`src/hw/rtl/swarq_pkg.sv`:
```
// Package for the stop-and-wait ARQ endpoint.
// Holds sizes, request/result codes, register indexes and the result record.
// No dependencies.
package swarq_pkg;

  localparam int QUEUE_DEPTH = 16;
  localparam int TAG_BITS    = 16;
  localparam int QIDX_W      = (QUEUE_DEPTH > 1) ? $clog2(QUEUE_DEPTH) : 1;
  localparam int QCNT_W      = $clog2(QUEUE_DEPTH + 1);
  localparam int QSUM_W      = QCNT_W + 1;

  localparam int OQ_DEPTH    = 4;
  localparam int OQ_IDX_W    = $clog2(OQ_DEPTH);
  localparam int OQ_CNT_W    = $clog2(OQ_DEPTH + 1);

  localparam logic [15:0] TIMEOUT_RESET = 16'd1000;
  localparam logic [7:0]  RETRIES_RESET = 8'd5;

  localparam logic CFG_TIMEOUT     = 1'b0;
  localparam logic CFG_MAX_RETRIES = 1'b1;

  typedef enum logic [1:0] {
    REQ_SEND = 2'd0,
    REQ_ACK  = 2'd1,
    REQ_DATA = 2'd2,
    REQ_TICK = 2'd3
  } req_t;

  typedef enum logic [2:0] {
    K_DATA    = 3'd0,
    K_ACK     = 3'd1,
    K_DELIVER = 3'd2,
    K_DIED    = 3'd3,
    K_REJECT  = 3'd4,
    K_DROP    = 3'd5
  } kind_t;

  typedef struct packed {
    kind_t       kind;
    logic [31:0] seq;
    logic [31:0] ack;
    logic [15:0] tag;
    logic        last;
  } res_t;

endpackage

```
`src/hw/rtl/stop_and_wait_arq_endpoint.sv`:
```
// Stop-and-wait ARQ endpoint top level.
// Uses swarq_pkg and swarq_ram (send queue storage).
//
// Usage:
//   Input channel (in_valid/in_stall) carries events: send request, ack
//   received, data received, tick. A transfer happens when in_valid is high
//   and in_stall is low. Each event yields zero, one or two results on the
//   output channel (out_valid/out_stall); out_last marks the final one.
//   An accepted event is registered and executed once the result queue has
//   room (the send queue RAM read issued at acceptance has returned by then);
//   its results are presented from the cycle after execution.
//   Throughput: one event per cycle while results drain; the output port
//   moves one result per cycle while out_stall is low.
//   Execution needs two free slots in the four-entry result queue.
//   When the receiver stalls, the result queue fills, execution holds and
//   in_stall rises; nothing is lost. Reset (rst_n low, synchronous):
//   timeout 1000 ticks, 5 retries, link active, nothing in flight, queue
//   empty. No clearing pass is needed. The user writes configuration
//   (cfg_we/cfg_index/cfg_data) only while idle; the block does not check.
module stop_and_wait_arq_endpoint
  import swarq_pkg::*;
(
  input  logic        clk,
  input  logic        rst_n,
  input  logic        cfg_we,
  input  logic        cfg_index,
  input  logic [15:0] cfg_data,
  input  logic        in_valid,
  output logic        in_stall,
  input  logic [1:0]  in_req_type,
  input  logic [31:0] in_seq_num,
  input  logic [31:0] in_ack_num,
  input  logic [15:0] in_payload_tag,
  output logic        out_valid,
  input  logic        out_stall,
  output logic [2:0]  out_kind,
  output logic [31:0] out_seq,
  output logic [31:0] out_ack,
  output logic [15:0] out_tag,
  output logic        out_last
);

  logic [15:0]         timeout_r;
  logic [7:0]          max_retries_r;
  logic [31:0]         nss_r, nss_nxt;
  logic [31:0]         ers_r, ers_nxt;
  logic                awaiting_r, awaiting_nxt;
  logic                link_r, link_nxt;
  logic [7:0]          retry_r, retry_nxt;
  logic [15:0]         timer_r, timer_nxt;
  logic [TAG_BITS-1:0] ift_r, ift_nxt;
  logic [QIDX_W-1:0]   head_r, head_nxt;
  logic [QCNT_W-1:0]   qcnt_r, qcnt_nxt;

  logic                ex_valid_r;
  req_t                ex_req_r;
  logic [31:0]         ex_seq_r;
  logic [31:0]         ex_ack_r;
  logic [TAG_BITS-1:0] ex_tag_r;
  logic                fwd_valid_r;
  logic [TAG_BITS-1:0] fwd_data_r;

  res_t                oq_r [OQ_DEPTH];
  logic [OQ_IDX_W-1:0] orp_r, owp_r;
  logic [OQ_CNT_W-1:0] ocnt_r;

  logic                in_accept, out_pop, room, ex_go;
  logic                q_we;
  logic [QIDX_W-1:0]   q_waddr;
  logic [TAG_BITS-1:0] q_rdata, q_data;
  logic [QSUM_W-1:0]   slot_sum;
  logic [1:0]          nres;
  res_t                res0, res1;

  // send queue storage
  swarq_ram #(
    .WIDTH (TAG_BITS),
    .DEPTH (QUEUE_DEPTH)
  ) u_queue (
    .clk   (clk),
    .we    (q_we),
    .waddr (q_waddr),
    .wdata (ex_tag_r),
    .re    (in_accept),
    .raddr (head_nxt),
    .rdata (q_rdata)
  );

  assign out_pop   = (ocnt_r != '0) && !out_stall;
  assign room      = (ocnt_r <= OQ_CNT_W'(OQ_DEPTH - 2)) ||
                     ((ocnt_r == OQ_CNT_W'(OQ_DEPTH - 1)) && out_pop);
  assign ex_go     = ex_valid_r && room;
  assign in_stall  = ex_valid_r && !room;
  assign in_accept = in_valid && !in_stall;
  assign q_data    = fwd_valid_r ? fwd_data_r : q_rdata;

  always_comb begin
    slot_sum = QSUM_W'(head_r) + QSUM_W'(qcnt_r);
    if (slot_sum >= QSUM_W'(QUEUE_DEPTH)) begin
      slot_sum = slot_sum - QSUM_W'(QUEUE_DEPTH);
    end
  end
  assign q_waddr = slot_sum[QIDX_W-1:0];

  // event execution
  always_comb begin
    nss_nxt      = nss_r;
    ers_nxt      = ers_r;
    awaiting_nxt = awaiting_r;
    link_nxt     = link_r;
    retry_nxt    = retry_r;
    timer_nxt    = timer_r;
    ift_nxt      = ift_r;
    head_nxt     = head_r;
    qcnt_nxt     = qcnt_r;
    q_we         = 1'b0;
    nres         = 2'd0;
    res0         = '{kind: K_DATA, seq: '0, ack: '0, tag: '0, last: 1'b1};
    res1         = '{kind: K_ACK, seq: '0, ack: '0, tag: '0, last: 1'b1};
    if (ex_go) begin
      case (ex_req_r)
        REQ_SEND: begin
          if (!link_r) begin
            nres      = 2'd1;
            res0.kind = K_REJECT;
            res0.tag  = 16'(ex_tag_r);
          end else if (!awaiting_r) begin
            nss_nxt      = nss_r + 32'd1;
            awaiting_nxt = 1'b1;
            ift_nxt      = ex_tag_r;
            retry_nxt    = '0;
            timer_nxt    = timeout_r;
            nres         = 2'd1;
            res0.kind    = K_DATA;
            res0.seq     = nss_r + 32'd1;
            res0.tag     = 16'(ex_tag_r);
          end else if (qcnt_r == QCNT_W'(QUEUE_DEPTH)) begin
            nres      = 2'd1;
            res0.kind = K_DROP;
            res0.tag  = 16'(ex_tag_r);
          end else begin
            q_we     = 1'b1;
            qcnt_nxt = qcnt_r + QCNT_W'(1);
          end
        end
        REQ_ACK: begin
          if (ex_ack_r == nss_r + 32'd1) begin
            awaiting_nxt = 1'b0;
            timer_nxt    = '0;
            ift_nxt      = '0;
            if (qcnt_r != '0) begin
              head_nxt     = (head_r == QIDX_W'(QUEUE_DEPTH - 1)) ? '0 :
                             head_r + QIDX_W'(1);
              qcnt_nxt     = qcnt_r - QCNT_W'(1);
              nss_nxt      = nss_r + 32'd1;
              awaiting_nxt = 1'b1;
              ift_nxt      = q_data;
              retry_nxt    = '0;
              timer_nxt    = timeout_r;
              nres         = 2'd1;
              res0.kind    = K_DATA;
              res0.seq     = nss_r + 32'd1;
              res0.tag     = 16'(q_data);
            end
          end
        end
        REQ_DATA: begin
          if (ex_seq_r == ers_r) begin
            ers_nxt   = ers_r + 32'd1;
            nres      = 2'd2;
            res0.kind = K_DELIVER;
            res0.tag  = 16'(ex_tag_r);
            res0.last = 1'b0;
            res1.ack  = ers_r + 32'd1;
          end else begin
            nres      = 2'd1;
            res0.kind = K_ACK;
            res0.ack  = ers_r;
          end
        end
        default: begin
          if (awaiting_r) begin
            if (timer_r > 16'd1) begin
              timer_nxt = timer_r - 16'd1;
            end else if (retry_r >= max_retries_r) begin
              awaiting_nxt = 1'b0;
              link_nxt     = 1'b0;
              timer_nxt    = '0;
              head_nxt     = '0;
              qcnt_nxt     = '0;
              nres         = 2'd1;
              res0.kind    = K_DIED;
              res0.tag     = 16'(ift_r);
            end else begin
              retry_nxt = retry_r + 8'd1;
              timer_nxt = timeout_r;
              nres      = 2'd1;
              res0.kind = K_DATA;
              res0.seq  = nss_r;
              res0.tag  = 16'(ift_r);
            end
          end
        end
      endcase
    end
  end

  always_ff @(posedge clk) begin
    if (!rst_n) begin
      timeout_r     <= TIMEOUT_RESET;
      max_retries_r <= RETRIES_RESET;
      nss_r         <= '0;
      ers_r         <= 32'd1;
      awaiting_r    <= 1'b0;
      link_r        <= 1'b1;
      retry_r       <= '0;
      timer_r       <= '0;
      ift_r         <= '0;
      head_r        <= '0;
      qcnt_r        <= '0;
      ex_valid_r    <= 1'b0;
      fwd_valid_r   <= 1'b0;
      orp_r         <= '0;
      owp_r         <= '0;
      ocnt_r        <= '0;
    end else begin
      if (cfg_we) begin
        case (cfg_index)
          CFG_TIMEOUT:     timeout_r     <= cfg_data;
          CFG_MAX_RETRIES: max_retries_r <= cfg_data[7:0];
          default: ;
        endcase
      end
      nss_r      <= nss_nxt;
      ers_r      <= ers_nxt;
      awaiting_r <= awaiting_nxt;
      link_r     <= link_nxt;
      retry_r    <= retry_nxt;
      timer_r    <= timer_nxt;
      ift_r      <= ift_nxt;
      head_r     <= head_nxt;
      qcnt_r     <= qcnt_nxt;
      if (in_accept) begin
        ex_valid_r  <= 1'b1;
        // write to the entry being read this cycle: forward it
        fwd_valid_r <= q_we && (q_waddr == head_nxt);
      end else if (ex_go) begin
        ex_valid_r  <= 1'b0;
      end
      if (ex_go && (nres != 2'd0)) begin
        owp_r <= owp_r + OQ_IDX_W'(nres);
      end
      if (out_pop) begin
        orp_r <= orp_r + OQ_IDX_W'(1);
      end
      ocnt_r <= ocnt_r - OQ_CNT_W'(out_pop) + OQ_CNT_W'(nres);
    end
  end

  always_ff @(posedge clk) begin
    if (in_accept) begin
      ex_req_r   <= req_t'(in_req_type);
      ex_seq_r   <= in_seq_num;
      ex_ack_r   <= in_ack_num;
      ex_tag_r   <= TAG_BITS'(in_payload_tag);
      fwd_data_r <= ex_tag_r;
    end
    if (nres != 2'd0) begin
      oq_r[owp_r] <= res0;
    end
    if (nres == 2'd2) begin
      oq_r[owp_r + OQ_IDX_W'(1)] <= res1;
    end
  end

  assign out_valid = (ocnt_r != '0);
  assign out_kind  = oq_r[orp_r].kind;
  assign out_seq   = oq_r[orp_r].seq;
  assign out_ack   = oq_r[orp_r].ack;
  assign out_tag   = oq_r[orp_r].tag;
  assign out_last  = oq_r[orp_r].last;

  a_ocnt_bound: assert property (@(posedge clk) disable iff (!rst_n)
    ocnt_r <= OQ_CNT_W'(OQ_DEPTH))
    else $error("result queue overflow");

  a_qcnt_bound: assert property (@(posedge clk) disable iff (!rst_n)
    qcnt_r <= QCNT_W'(QUEUE_DEPTH))
    else $error("send queue overflow");

  a_idle_empty: assert property (@(posedge clk) disable iff (!rst_n)
    !awaiting_r |-> (qcnt_r == '0))
    else $error("send queue holds tags while nothing is in flight");

  a_dead_quiet: assert property (@(posedge clk) disable iff (!rst_n)
    !link_r |-> (!awaiting_r && (qcnt_r == '0)))
    else $error("dead link still has traffic pending");

  a_ex_hold: assert property (@(posedge clk) disable iff (!rst_n)
    (ex_valid_r && !room) |=> (ex_valid_r && $stable(ex_req_r) && $stable(ex_tag_r)))
    else $error("held event changed while waiting for result space");

endmodule

```
`src/hw/rtl/swarq_ram.sv`:
```
// Generic single-port-write, single-port-read RAM with registered read.
// Read data holds until the next read enable. No dependencies.
module swarq_ram #(
  parameter int WIDTH = 16,
  parameter int DEPTH = 16
) (
  input  logic                                   clk,
  input  logic                                   we,
  input  logic [((DEPTH > 1) ? $clog2(DEPTH) : 1)-1:0] waddr,
  input  logic [WIDTH-1:0]                       wdata,
  input  logic                                   re,
  input  logic [((DEPTH > 1) ? $clog2(DEPTH) : 1)-1:0] raddr,
  output logic [WIDTH-1:0]                       rdata
);

  logic [WIDTH-1:0] mem [DEPTH];

  always_ff @(posedge clk) begin
    if (we) begin
      mem[waddr] <= wdata;
    end
  end

  always_ff @(posedge clk) begin
    if (re) begin
      rdata <= mem[raddr];
    end
  end

endmodule

```
`config.mk`:
```
export PLATFORM = sky130hd
export DESIGN_NAME = stop_and_wait_arq_endpoint
export DESIGN_NICKNAME = d
export VERILOG_FILES = /design/src/hw/rtl/swarq_pkg.sv /design/src/hw/rtl/stop_and_wait_arq_endpoint.sv /design/src/hw/rtl/swarq_ram.sv
export SDC_FILE = /design/constraint.sdc
export NUM_CORES = 1
export LEC_CHECK = 0
export ABC_AREA = 1
export BUFFER_PORTS_ARGS = -buffer_cell sky130_fd_sc_hd__buf_4
export CORE_MARGIN = 2
export CORE_UTILIZATION = 35
export CTS_CLUSTER_SIZE = 16
export DETAILED_ROUTE_END_ITERATION = 6
export GPL_TIMING_DRIVEN = 0
export HOLD_SLACK_MARGIN = 0.06
export PLACE_DENSITY_LB_ADDON = 0.12
export SKIP_CTS_REPAIR_TIMING = 1
export SYNTH_ARGS = -nofsm -noshare
export SYNTH_HDL_FRONTEND = slang
export SYNTH_SLANG_ARGS = --single-unit
```
`constraint.sdc`:
```
create_clock -name clk -period 7.75 [get_ports clk]
set_input_delay 1.1625 -clock clk [delete_from_list [all_inputs] [get_ports clk]]
set_output_delay 1.1625 -clock clk [all_outputs]
set_load 0.05 [all_outputs]
```
# Word level (Yosys, flattened, before mapping)
# Memory sizes are Yosys's and may differ from the RTL's. A register that Yosys moved wholly into a read port is not among the register bits.
# Index checks and enable logic that the tools add are counted.
[word_totals]
ff_bits = 246
wordCells = 200
memories = 2
ramBits = 592
[mem_list]
columns = ["name", "words", "width", "read_ports", "rd_clocked_by_memory_dff", "write_ports", "line_no", "text"]
rows = [
  ["oq_r", 4, 84, 1, 1, 2, "stop_and_wait_arq_endpoint.sv:63", "res_t oq_r [OQ_DEPTH];"],
  ["u_queue.mem", 16, 16, 1, 1, 1, "swarq_ram.sv:16", "logic [WIDTH-1:0] mem [DEPTH];"],
]
[classes]
n_bitwise = 4
eq_ne = 17
reduce_logical = 32
mux = 106
magnitude_cmp = 4
add_sub_neg = 14
[op_table]
columns = ["cell", "count"]
rows = [
  ["two-way mux 32 bit", 13],
  ["two-way mux 16 bit", 18],
  ["two-way mux 35 bit", 3],
  ["one-hot mux 16 bit (3 select lines)", 2],
  ["one-hot mux 32 bit (3 select lines)", 1],
  ["two-way mux 84 bit", 1],
  ["adder 32 x 1 -> 32 bit, second input constant", 2],
  ["equality test 32 bit", 2],
  ["one-hot mux 32 bit (2 select lines)", 1],
  ["two-way mux 8 bit", 7],
  ["two-way mux 5 bit", 8],
  ["two-way mux 4 bit", 8],
  ["one-hot mux 16 bit (2 select lines)", 1],
  ["two-way mux 1 bit", 27],
  ["one-hot mux 8 bit (3 select lines)", 1],
  ["two-way mux 17 bit", 1],
  ["greater-than comparator 16 x 1 -> 1 bit, second input constant", 1],
  ["subtractor 16 x 1 -> 16 bit, second input constant", 1],
  ["one-hot mux 5 bit (3 select lines)", 1],
  ["two-way mux 2 bit", 6],
  ["inequality test 2 bit, second input constant", 6],
  ["AND reduction 6 bit", 2],
  ["AND reduction 10 bit", 1],
  ["AND reduction 5 bit", 2],
  ["39 further kinds", 61],
]

# Logic depth before layout (Yosys ltp)
# Gate-level depths: netlist of run 1.
[logic_depth]
ltp_word = 9
depth_mapped = 28
depth_no_buf = 26

# Modules after synthesis
# A second synthesis of run 1 with hierarchy kept.
[hier_totals]
hier_cells = 4881
hier_area_um2 = 41084.4
[by_module_without_submodules]
columns = ["mod", "cells_each", "n_inst", "seq_area_each_um2", "area_per_inst_um2"]
rows = [
  ["stop_and_wait_arq_endpoint", 3807, 1, 13953.4, 29543.3],
  ["swarq_ram", 1074, 1, 8167.8, 11541.1],
]

# Worst setup path after synthesis of run 1
# No wires, ideal clock.
[synth_path]
path_type = "input to register"
from = "input out_stall"
to = "register ex_ack_r[0] (enable)"
t_arrival_ps = 3687
cell_stages = 5
setup_slack_ps = 3596
n_path_buf = 0
required_ps = 7283
path_cell_list = "nand3_1 -> nand2_1 -> nand2_1 -> nand2_1 -> inv_1"
[synth_via]
elab_chain_cells = 8
[synth_lines]
columns = ["item", "line_no", "text"]
rows = [
  ["start, declared", "stop_and_wait_arq_endpoint.sv:35", "input logic out_stall,"],
  ["logical NOT 1 bit", "stop_and_wait_arq_endpoint.sv:89", "assign out_pop = (ocnt_r != '0) && !out_stall;"],
  ["logical AND 1 bit", "stop_and_wait_arq_endpoint.sv:89", ""],
  ["logical AND 1 bit", "stop_and_wait_arq_endpoint.sv:91", "((ocnt_r == OQ_CNT_W'(OQ_DEPTH - 1)) && out_pop);"],
  ["logical OR 1 bit", "stop_and_wait_arq_endpoint.sv:90", "assign room = (ocnt_r <= OQ_CNT_W'(OQ_DEPTH - 2)) ||"],
  ["logical NOT 1 bit", "stop_and_wait_arq_endpoint.sv:93", "assign in_stall = ex_valid_r && !room;"],
  ["logical AND 1 bit", "stop_and_wait_arq_endpoint.sv:93", ""],
  ["logical NOT 1 bit", "stop_and_wait_arq_endpoint.sv:94", "assign in_accept = in_valid && !in_stall;"],
  ["logical AND 1 bit", "stop_and_wait_arq_endpoint.sv:94", ""],
  ["net in_accept", "stop_and_wait_arq_endpoint.sv:67", "logic in_accept, out_pop, room, ex_go;"],
  ["end signal, assigned", "stop_and_wait_arq_endpoint.sv:264", "ex_ack_r <= in_ack_num;"],
  ["end, declared", "stop_and_wait_arq_endpoint.sv:58", "logic [31:0] ex_ack_r;"],
]
# The timed path passes the listed nets, and every way through them passes these cells.
# A chain may end at the register's enable or synchronous reset.

==> results.md, run 1 <==
- Setup slack after layout: 2650 ps
- Cell Count, Final, Fillers Out: 6,450
- Slowest-stage cell, CP: clkbuf_1
- Most frequent cells in the layout: 953 x nand2_1, 524 x nand3_1, 517 x o21ai_0
- Crit path buf inv count: 4
- Vias/cell: 5.35
- Max clock buf depth: 3
- Sequential area share after synthesis: 55.9%
- Largest net degree at the start of global routing: 61
- Vias in the first global route: 32,500
- Crit share post-route: 65.8%
- Global route total overflow: 0
- Area growth, synth to finish: 17.2%
- Die W: 340 um
- Design Area, Final: 46,400 um^2
- Die height: 340 um
- Placed Instances: 6,268
- Core Area: 112,000 um^2
- Final Skew: 32.4 ps
- CP max FO: 10
- First-pass GRT wire length: 218 mm
- Worst slew margin: 18.3%
- Final RePlAce weighted congestion: 0.925
- Htree depth: 3
- Hold path start: oq_r[1][80]
- Drt wl/cell: 23.1 um
- Fill count: 11,400
- Commonest non-fill, non-tap cell in the layout: nand2_1
- Final Critical Period: 5100 ps
- Seq cells post-synth: 856
- Post-synth EDFFs: 498
- Least-Margin Pin Slew: 1230 ps
- Num CTS Buffers: 98
- Post-Synthesis Cells: 4,565
- Share of cells above drive strength 1: 10.5%
- Worst slack, placed: 2770 ps
- Setup TNS: 0 ps
- Leak: 17.0 nW
- Num ports: 190
- CTS sink cnt: 856
- Highest clock rate: 196 MHz
- Mean post-synth cell area: 8.67 um^2
- Yosys cell types: 49
- Area of the multi-input gates: 15,100 um^2
- Slowest stage delay, CP: 740 ps
- Die area: 116,000 um^2
- Initial antenna violation count: 5
- Req. time, crit path: 6590 ps
- Gr busiest metal: met2
- Wire length after detailed routing: 149 mm
- GR Util met1: 36.2%
- Worst hold path type: flip-flop to flip-flop
- Clk_lat worst skew: 690 ps
- Met3 GRT Util: 4.69%
- Antenna Cells: 0
- Critical Path Start Type: flip-flop
- Post-route DRC violation count: 0
- Drt first pass iters: 7
- Reg clk slew, reported paths: 60 ps
- Post-route ant nets: 0
- CTS tree: yes
- First-iteration detailed-routing DRC count: 3,585
- Reg-to-Reg Start: nss_r[0]
- CP Capture Type: output pin
- Pwr dens: 291 nW/um^2
- CP top delay family: buffers and inverters
- Initial Util: 35.2%
- Nets: 4,999
- Max Cap Viol: 0
- Outcome: finished, final reports clean
- Detailed Place HPWL: 108 mm
- Post-synthesis async set-or-reset flop share: 0%
- Row count: 123
- Seq. cell area: 22,100 um^2
- Placed cell area: 43,200 um^2
- Max IR drop VDD: 0.194 mV
- CP arrival: 3930 ps
- Syn nets: 4,696
- Setup violators final: 0
- Primary FF master, synth: edfxtp_1
- Hold Vio Cnt, Final: 0
- PortBufs: 189
- Worst path cell trace: clkbuf_1, clkbuf_1, clkbuf_1, nor2_1, o22ai_1, buf_4
- Final Max Tran Viols: 0
- Tot GR Track Use: 25.1%
- Via count: 34,500
- Post-Synthesis Cell Area: 39,600 um^2
- Yosys warnings: 0
- Worst setup path class: flip-flop to output pin
- Clk root buf: clkbuf_16
- WHS: 449 ps
- RSZ-0062 raised after global routing: no
- CP dominant cell by count: clkbuf_1
- Met2 GRT Util: 38.6%
==> per-layer routing <==
metal / part of all wire (%) / vias up / wire length (um)
li1: - / 16400 / -
met1: 45 / 16700 / 67300
met2: 44 / 1295 / 66200
met3: 7.8 / 203 / 11600
met4: 2.5 / 0 / 3790
met5: 0 / - / 0
==> logic make-up after synthesis <==
kind of cell,share of synthesized area (%)
AND/OR/NAND/NOR,21.7
AO/OA/AOI/OAI,13.4
flip-flops,55.9
multiplexers,0.683
buffers and inverters,6.06
XOR/XNOR,1.39
adder cells (fa/ha/maj),0.910
==> where the power goes <==
part	switching, mW	internal, mW	total (mW)	leakage (nW)
registers	0.199	5.11	5.31	7.32
logic	2.61	0.932	3.54	8.14
clock network	1.94	2.71	4.65	1.56
total	4.75	8.75	13.5	17.0
==> tightest hold or removal path: cells and delay by family (launching register included) <==
family	cells	cell delay (ps)
and+or+nand+nor	2	100
DFF	1	310
==> area by class of cell <==
class	instances	share of cell area [%]
buffer	275	2.57
clock buffer	145	6.17
clock inverter	37	0.679
inverter	321	2.61
multi-input combinational	3113	32.6
sequential	856	47.7
tap	1500	4.04
timing repair buffer	203	3.67
==> per-stage QoR <==
step,utilization [%],power [mW]
floorplan,-,7.55
global placement,38.2,8.90
detailed placement,38.5,8.92
CTS,41.3,13.6
global route,41.3,14.0
finish,41.3,13.5
==> registers in the layout, indices dropped and copies added (netlist names), 3 cells and up, named ones only <==
register	cells
ex_tag_r	16
ocnt_r	3
ex_ack_r	32
retry_r	8
head_r	4
fwd_data_r	16
nss_r	32
ers_r	32
u_queue.rdata	16
oq_r	336
max_retries_r	8
timeout_r	16
ex_seq_r	32
u_queue.mem	256
qcnt_r	5
ift_r	16
timer_r	16
==> Yosys cell counts (16+ instances only) <==
cell	n	share of area [%]
o22ai_1	149	2.4
nor3_1	59	0.75
nand2_1	956	9.1
inv_1	302	2.9
nand4_1	21	0.33
xor2_1	47	1.0
clkbuf_1	166	1.6
nor2_1	390	3.7
a221oi_1	16	0.35
mux2_2	16	0.46
o21ai_1	46	0.58
a211oi_1	19	0.36
o21ai_0	517	6.5
a21oi_1	208	2.6
ha_1	24	0.76
buf_1	17	0.16
buf_2	79	1.0
a22oi_1	16	0.30
xnor2_1	16	0.35
edfxtp_1	498	38
dfxtp_1	358	18
nand3_1	524	6.6
==> path summary, 6_finish.rpt <==
path,slack (ps),depth (start not counted),end
setup / recovery,2650,6,out_tag[6]
hold / removal,450,2,oq_r[1][80]
setup reg to reg,2810,24,u_queue.rdata[11]
hold reg to reg,450,2,oq_r[1][80]
Note: power is estimated with default switching activity, not from simulation.
==> run 2, diff against run 1 <==
==> constraint.sdc (replaced) <==
create_clock -name clk -period 5.05 [get_ports clk]
set_input_delay 0.7575 -clock clk [delete_from_list [all_inputs] [get_ports clk]]
set_output_delay 0.7575 -clock clk [all_outputs]
set_load 0.05 [all_outputs]
==> run 2 against run 1 <==
Net effect: hold slack worse by 200 ps; register-to-register slack worse by 2600 ps; non-clock buffer count stayed put; combinational power is 54% higher; critical path depth is 14 higher; routed wire length hardly changed; design area hardly changed; critical path type is now flip-flop to flip-flop; largest cell class unchanged; highest routed layer unchanged.
==> results.md, run 2 (synthesis results as in run 1) <==
- Fill count: 11,400 (+0.0087%)
- Setup violators final: 0 (unchanged)
- Area growth, synth to finish: 17.3% (about the same)
- Final RePlAce weighted congestion: 0.925 (unchanged)
- Design Area, Final: 46,400 um^2 (about the same)
- CP top delay family: simple AND/OR/NAND/NOR gates
- Outcome: finished, final reports clean
- Num CTS Buffers: 98 (unchanged)
- Wire length after detailed routing: 149 mm (about the same)
- Final core occ: 41.3% (about the same)
- Largest net degree at the start of global routing: 61 (unchanged)
- Die area: 116,000 um^2 (unchanged)
- Worst path cell trace: ha_1, nand3_1, nor2_1, nand2_1, nand2_1, nor2_1, nor2_1, nand2_1, inv_1, nand3_1, nor2_1, nand4_1, nand3_1, nand2_1, nand2_2, inv_2, nand2_4, nand2_4, clkbuf_1, o21ai_0
- CP Capture Type: flip-flop
- Worst slew margin: 18.3% (-0.052 points)
- Area of the multi-input gates: 15,100 um^2 (+0.13%)
- Placed cell area: 43,200 um^2 (unchanged)
- Core Area: 112,000 um^2 (unchanged)
- Seq. cell area: 22,100 um^2 (unchanged)
- Hold path start: in_payload_tag[5]
- CP arrival: 5190 ps (+1260 ps)
- Initial Util: 35.2% (unchanged)
- First-iteration detailed-routing DRC count: 3,400 (-5.2%)
- Htree depth: 3 (unchanged)
- Hold Vio Cnt, Final: 0 (unchanged)
- Req. time, crit path: 5430 ps (-1160 ps)
- Max Cap Viol: 0 (unchanged)
- Slowest stage delay, CP: 660 ps (-80 ps)
- Drt wl/cell: 23.1 um (about the same)
- CP max FO: 10 (unchanged)
- Initial antenna violation count: 5 (unchanged)
- Vias/cell: 5.35 (about the same)
- Worst hold path type: primary input to flip-flop
- PortBufs: 189 (unchanged)
- Nets: 4,999 (unchanged)
- Share of cells above drive strength 1: 10.5% (+0.040 points)
- Least-Margin Pin Slew: 1230 ps (+0.786 ps)
- Pwr dens: 446 nW/um^2 (+53%)
- Vias in the first global route: 32,500 (unchanged)
- Largest reg by FF count: oq_r
- Detailed Place HPWL: 108 mm (unchanged)
- Max clock buf depth: 3 (unchanged)
- Crit path buf inv count: 3 (-1)
- Tot GR Track Use: 25.1% (unchanged)
- Number of flip-flops in the largest register: 336 (unchanged)
- CTS tree: yes
- Post-route DRC violation count: 0 (unchanged)
- CTS sink cnt: 856 (unchanged)
- Clk root buf: clkbuf_16
- Worst setup path class: flip-flop to flip-flop
- Final Max Tran Viols: 0 (unchanged)
- Commonest non-fill, non-tap cell in the layout: nand2_1
- Critical Path Start Type: flip-flop
- Leak: 17.0 nW (about the same)
- Die W: 340 um (unchanged)
- First-pass GRT wire length: 218 mm (unchanged)
- Max IR drop VDD: 0.298 mV (+53%)
- Crit share post-route: 95.2%
- Die height: 340 um (unchanged)
- Reg-to-Reg Start: nss_r[0]
- Clk_lat worst skew: 690 ps (about the same)
- Final Critical Period: 4810 ps
- Row count: 123 (unchanged)
- Reg clk slew, reported paths: 60 ps (about the same)
- Drt first pass iters: 7 (unchanged)
- Num ports: 190 (unchanged)
- Via count: 34,500 (-0.023%)
- Final Skew: 32.0 ps (-0.371 ps)
- Post-route ant nets: 0 (unchanged)
- Highest clock rate: 208 MHz
- Biggest regs: oq_r: 336 flops, u_queue.mem: 256 flops
- Antenna Cells: 0 (unchanged)
- Crit path launch: nss_r[0]
- Most frequent cells in the layout: 952 x nand2_1, 524 x nand3_1, 517 x o21ai_0
- Global route total overflow: 0 (unchanged)
- Slowest-stage cell, CP: o21ai_0
- Power, Total: 20.7 mW (+54%)
-- run 2: changes by cell type in the layout (fill, tap and decap cells not counted) --
cell and change:
inv_2 -1, inv_4 +1, nand2_1 -1, nand2_2 -1, nand2_4 +2, nor2_1 -1
nor2_4 +1
-- run 2: final timing paths --
| kind | endpoint | slack (ps) | depth (start not counted) |
|---|---|---|---|
| worst max-delay path | oq_r[0][47] | 240 | 20 |
| worst min-delay path | ex_tag_r[5] | 250 | 1 |
| worst max register to register | oq_r[0][47] | 240 | 20 |
| worst min register to register | oq_r[1][80] | 450 | 2 |
-- run 2: per-layer routing --
| layer | global-route usage (%) | vias up | routed length [um] |
|---|---|---|---|
| met5 | 0 | - | 0 |
| met4 | 6.62 | 0 | 3790 |
| met3 | 4.69 | 196 | 11300 |
| met2 | 38.6 | 1250 | 66100 |
| met1 | 36.2 | 16700 | 67600 |
| li1 | - | 16400 | - |
-- run 2: stage by stage --
| step | cells | TNS [ps] | hold WS, ps | worst slack [ps] |
|---|---|---|---|---|
| 6_report | 6450 | 0 | 252 | 244 |
| 5_1_grt | 6450 | -11.5 | 226 | -11.5 |
| 4_1_cts | 6450 | 0 | 214 | 73.4 |
| 3_5_place_dp | 6268 | 0 | 437 | 71.9 |
| 3_3_place_gp | 6254 | -211850 | 429 | -851 |
| 2_1_floorplan | 4565 | 0 | 414 | 1300 |
-- run 2: report_power, final --
part           switching (mW)  leakage [nW]  total, mW  internal, mW
Sequential              0.306          7.32       8.15          7.84
Combinational            4.01          8.15       5.44          1.43
Clock                    2.97          1.56       7.13          4.16
-- run 2: area by class of cell --
class	count	area share, %
clock inverter	37	0.679
clock buffer	145	6.16
inverter	321	2.61
tap	1500	4.04
buffer	275	2.57
sequential	856	47.6
multi-input combinational	3113	32.6
timing repair buffer	203	3.67
-- run 2: worst register-to-register path, cell delays in order, from the launching register on --
cell and delay [ps]:
dfxtp_1 450, ha_1 230, nand3_1 220, nor2_1 490, nand2_1 140, nand2_1 200
nor2_1 60, nor2_1 140, nand2_1 70, inv_1 60, nand3_1 60, nor2_1 250
nand4_1 410, nand3_1 220, nand2_1 80, nand2_2 80, inv_2 70, nand2_4 110
nand2_4 130, clkbuf_1 390, o21ai_0 670
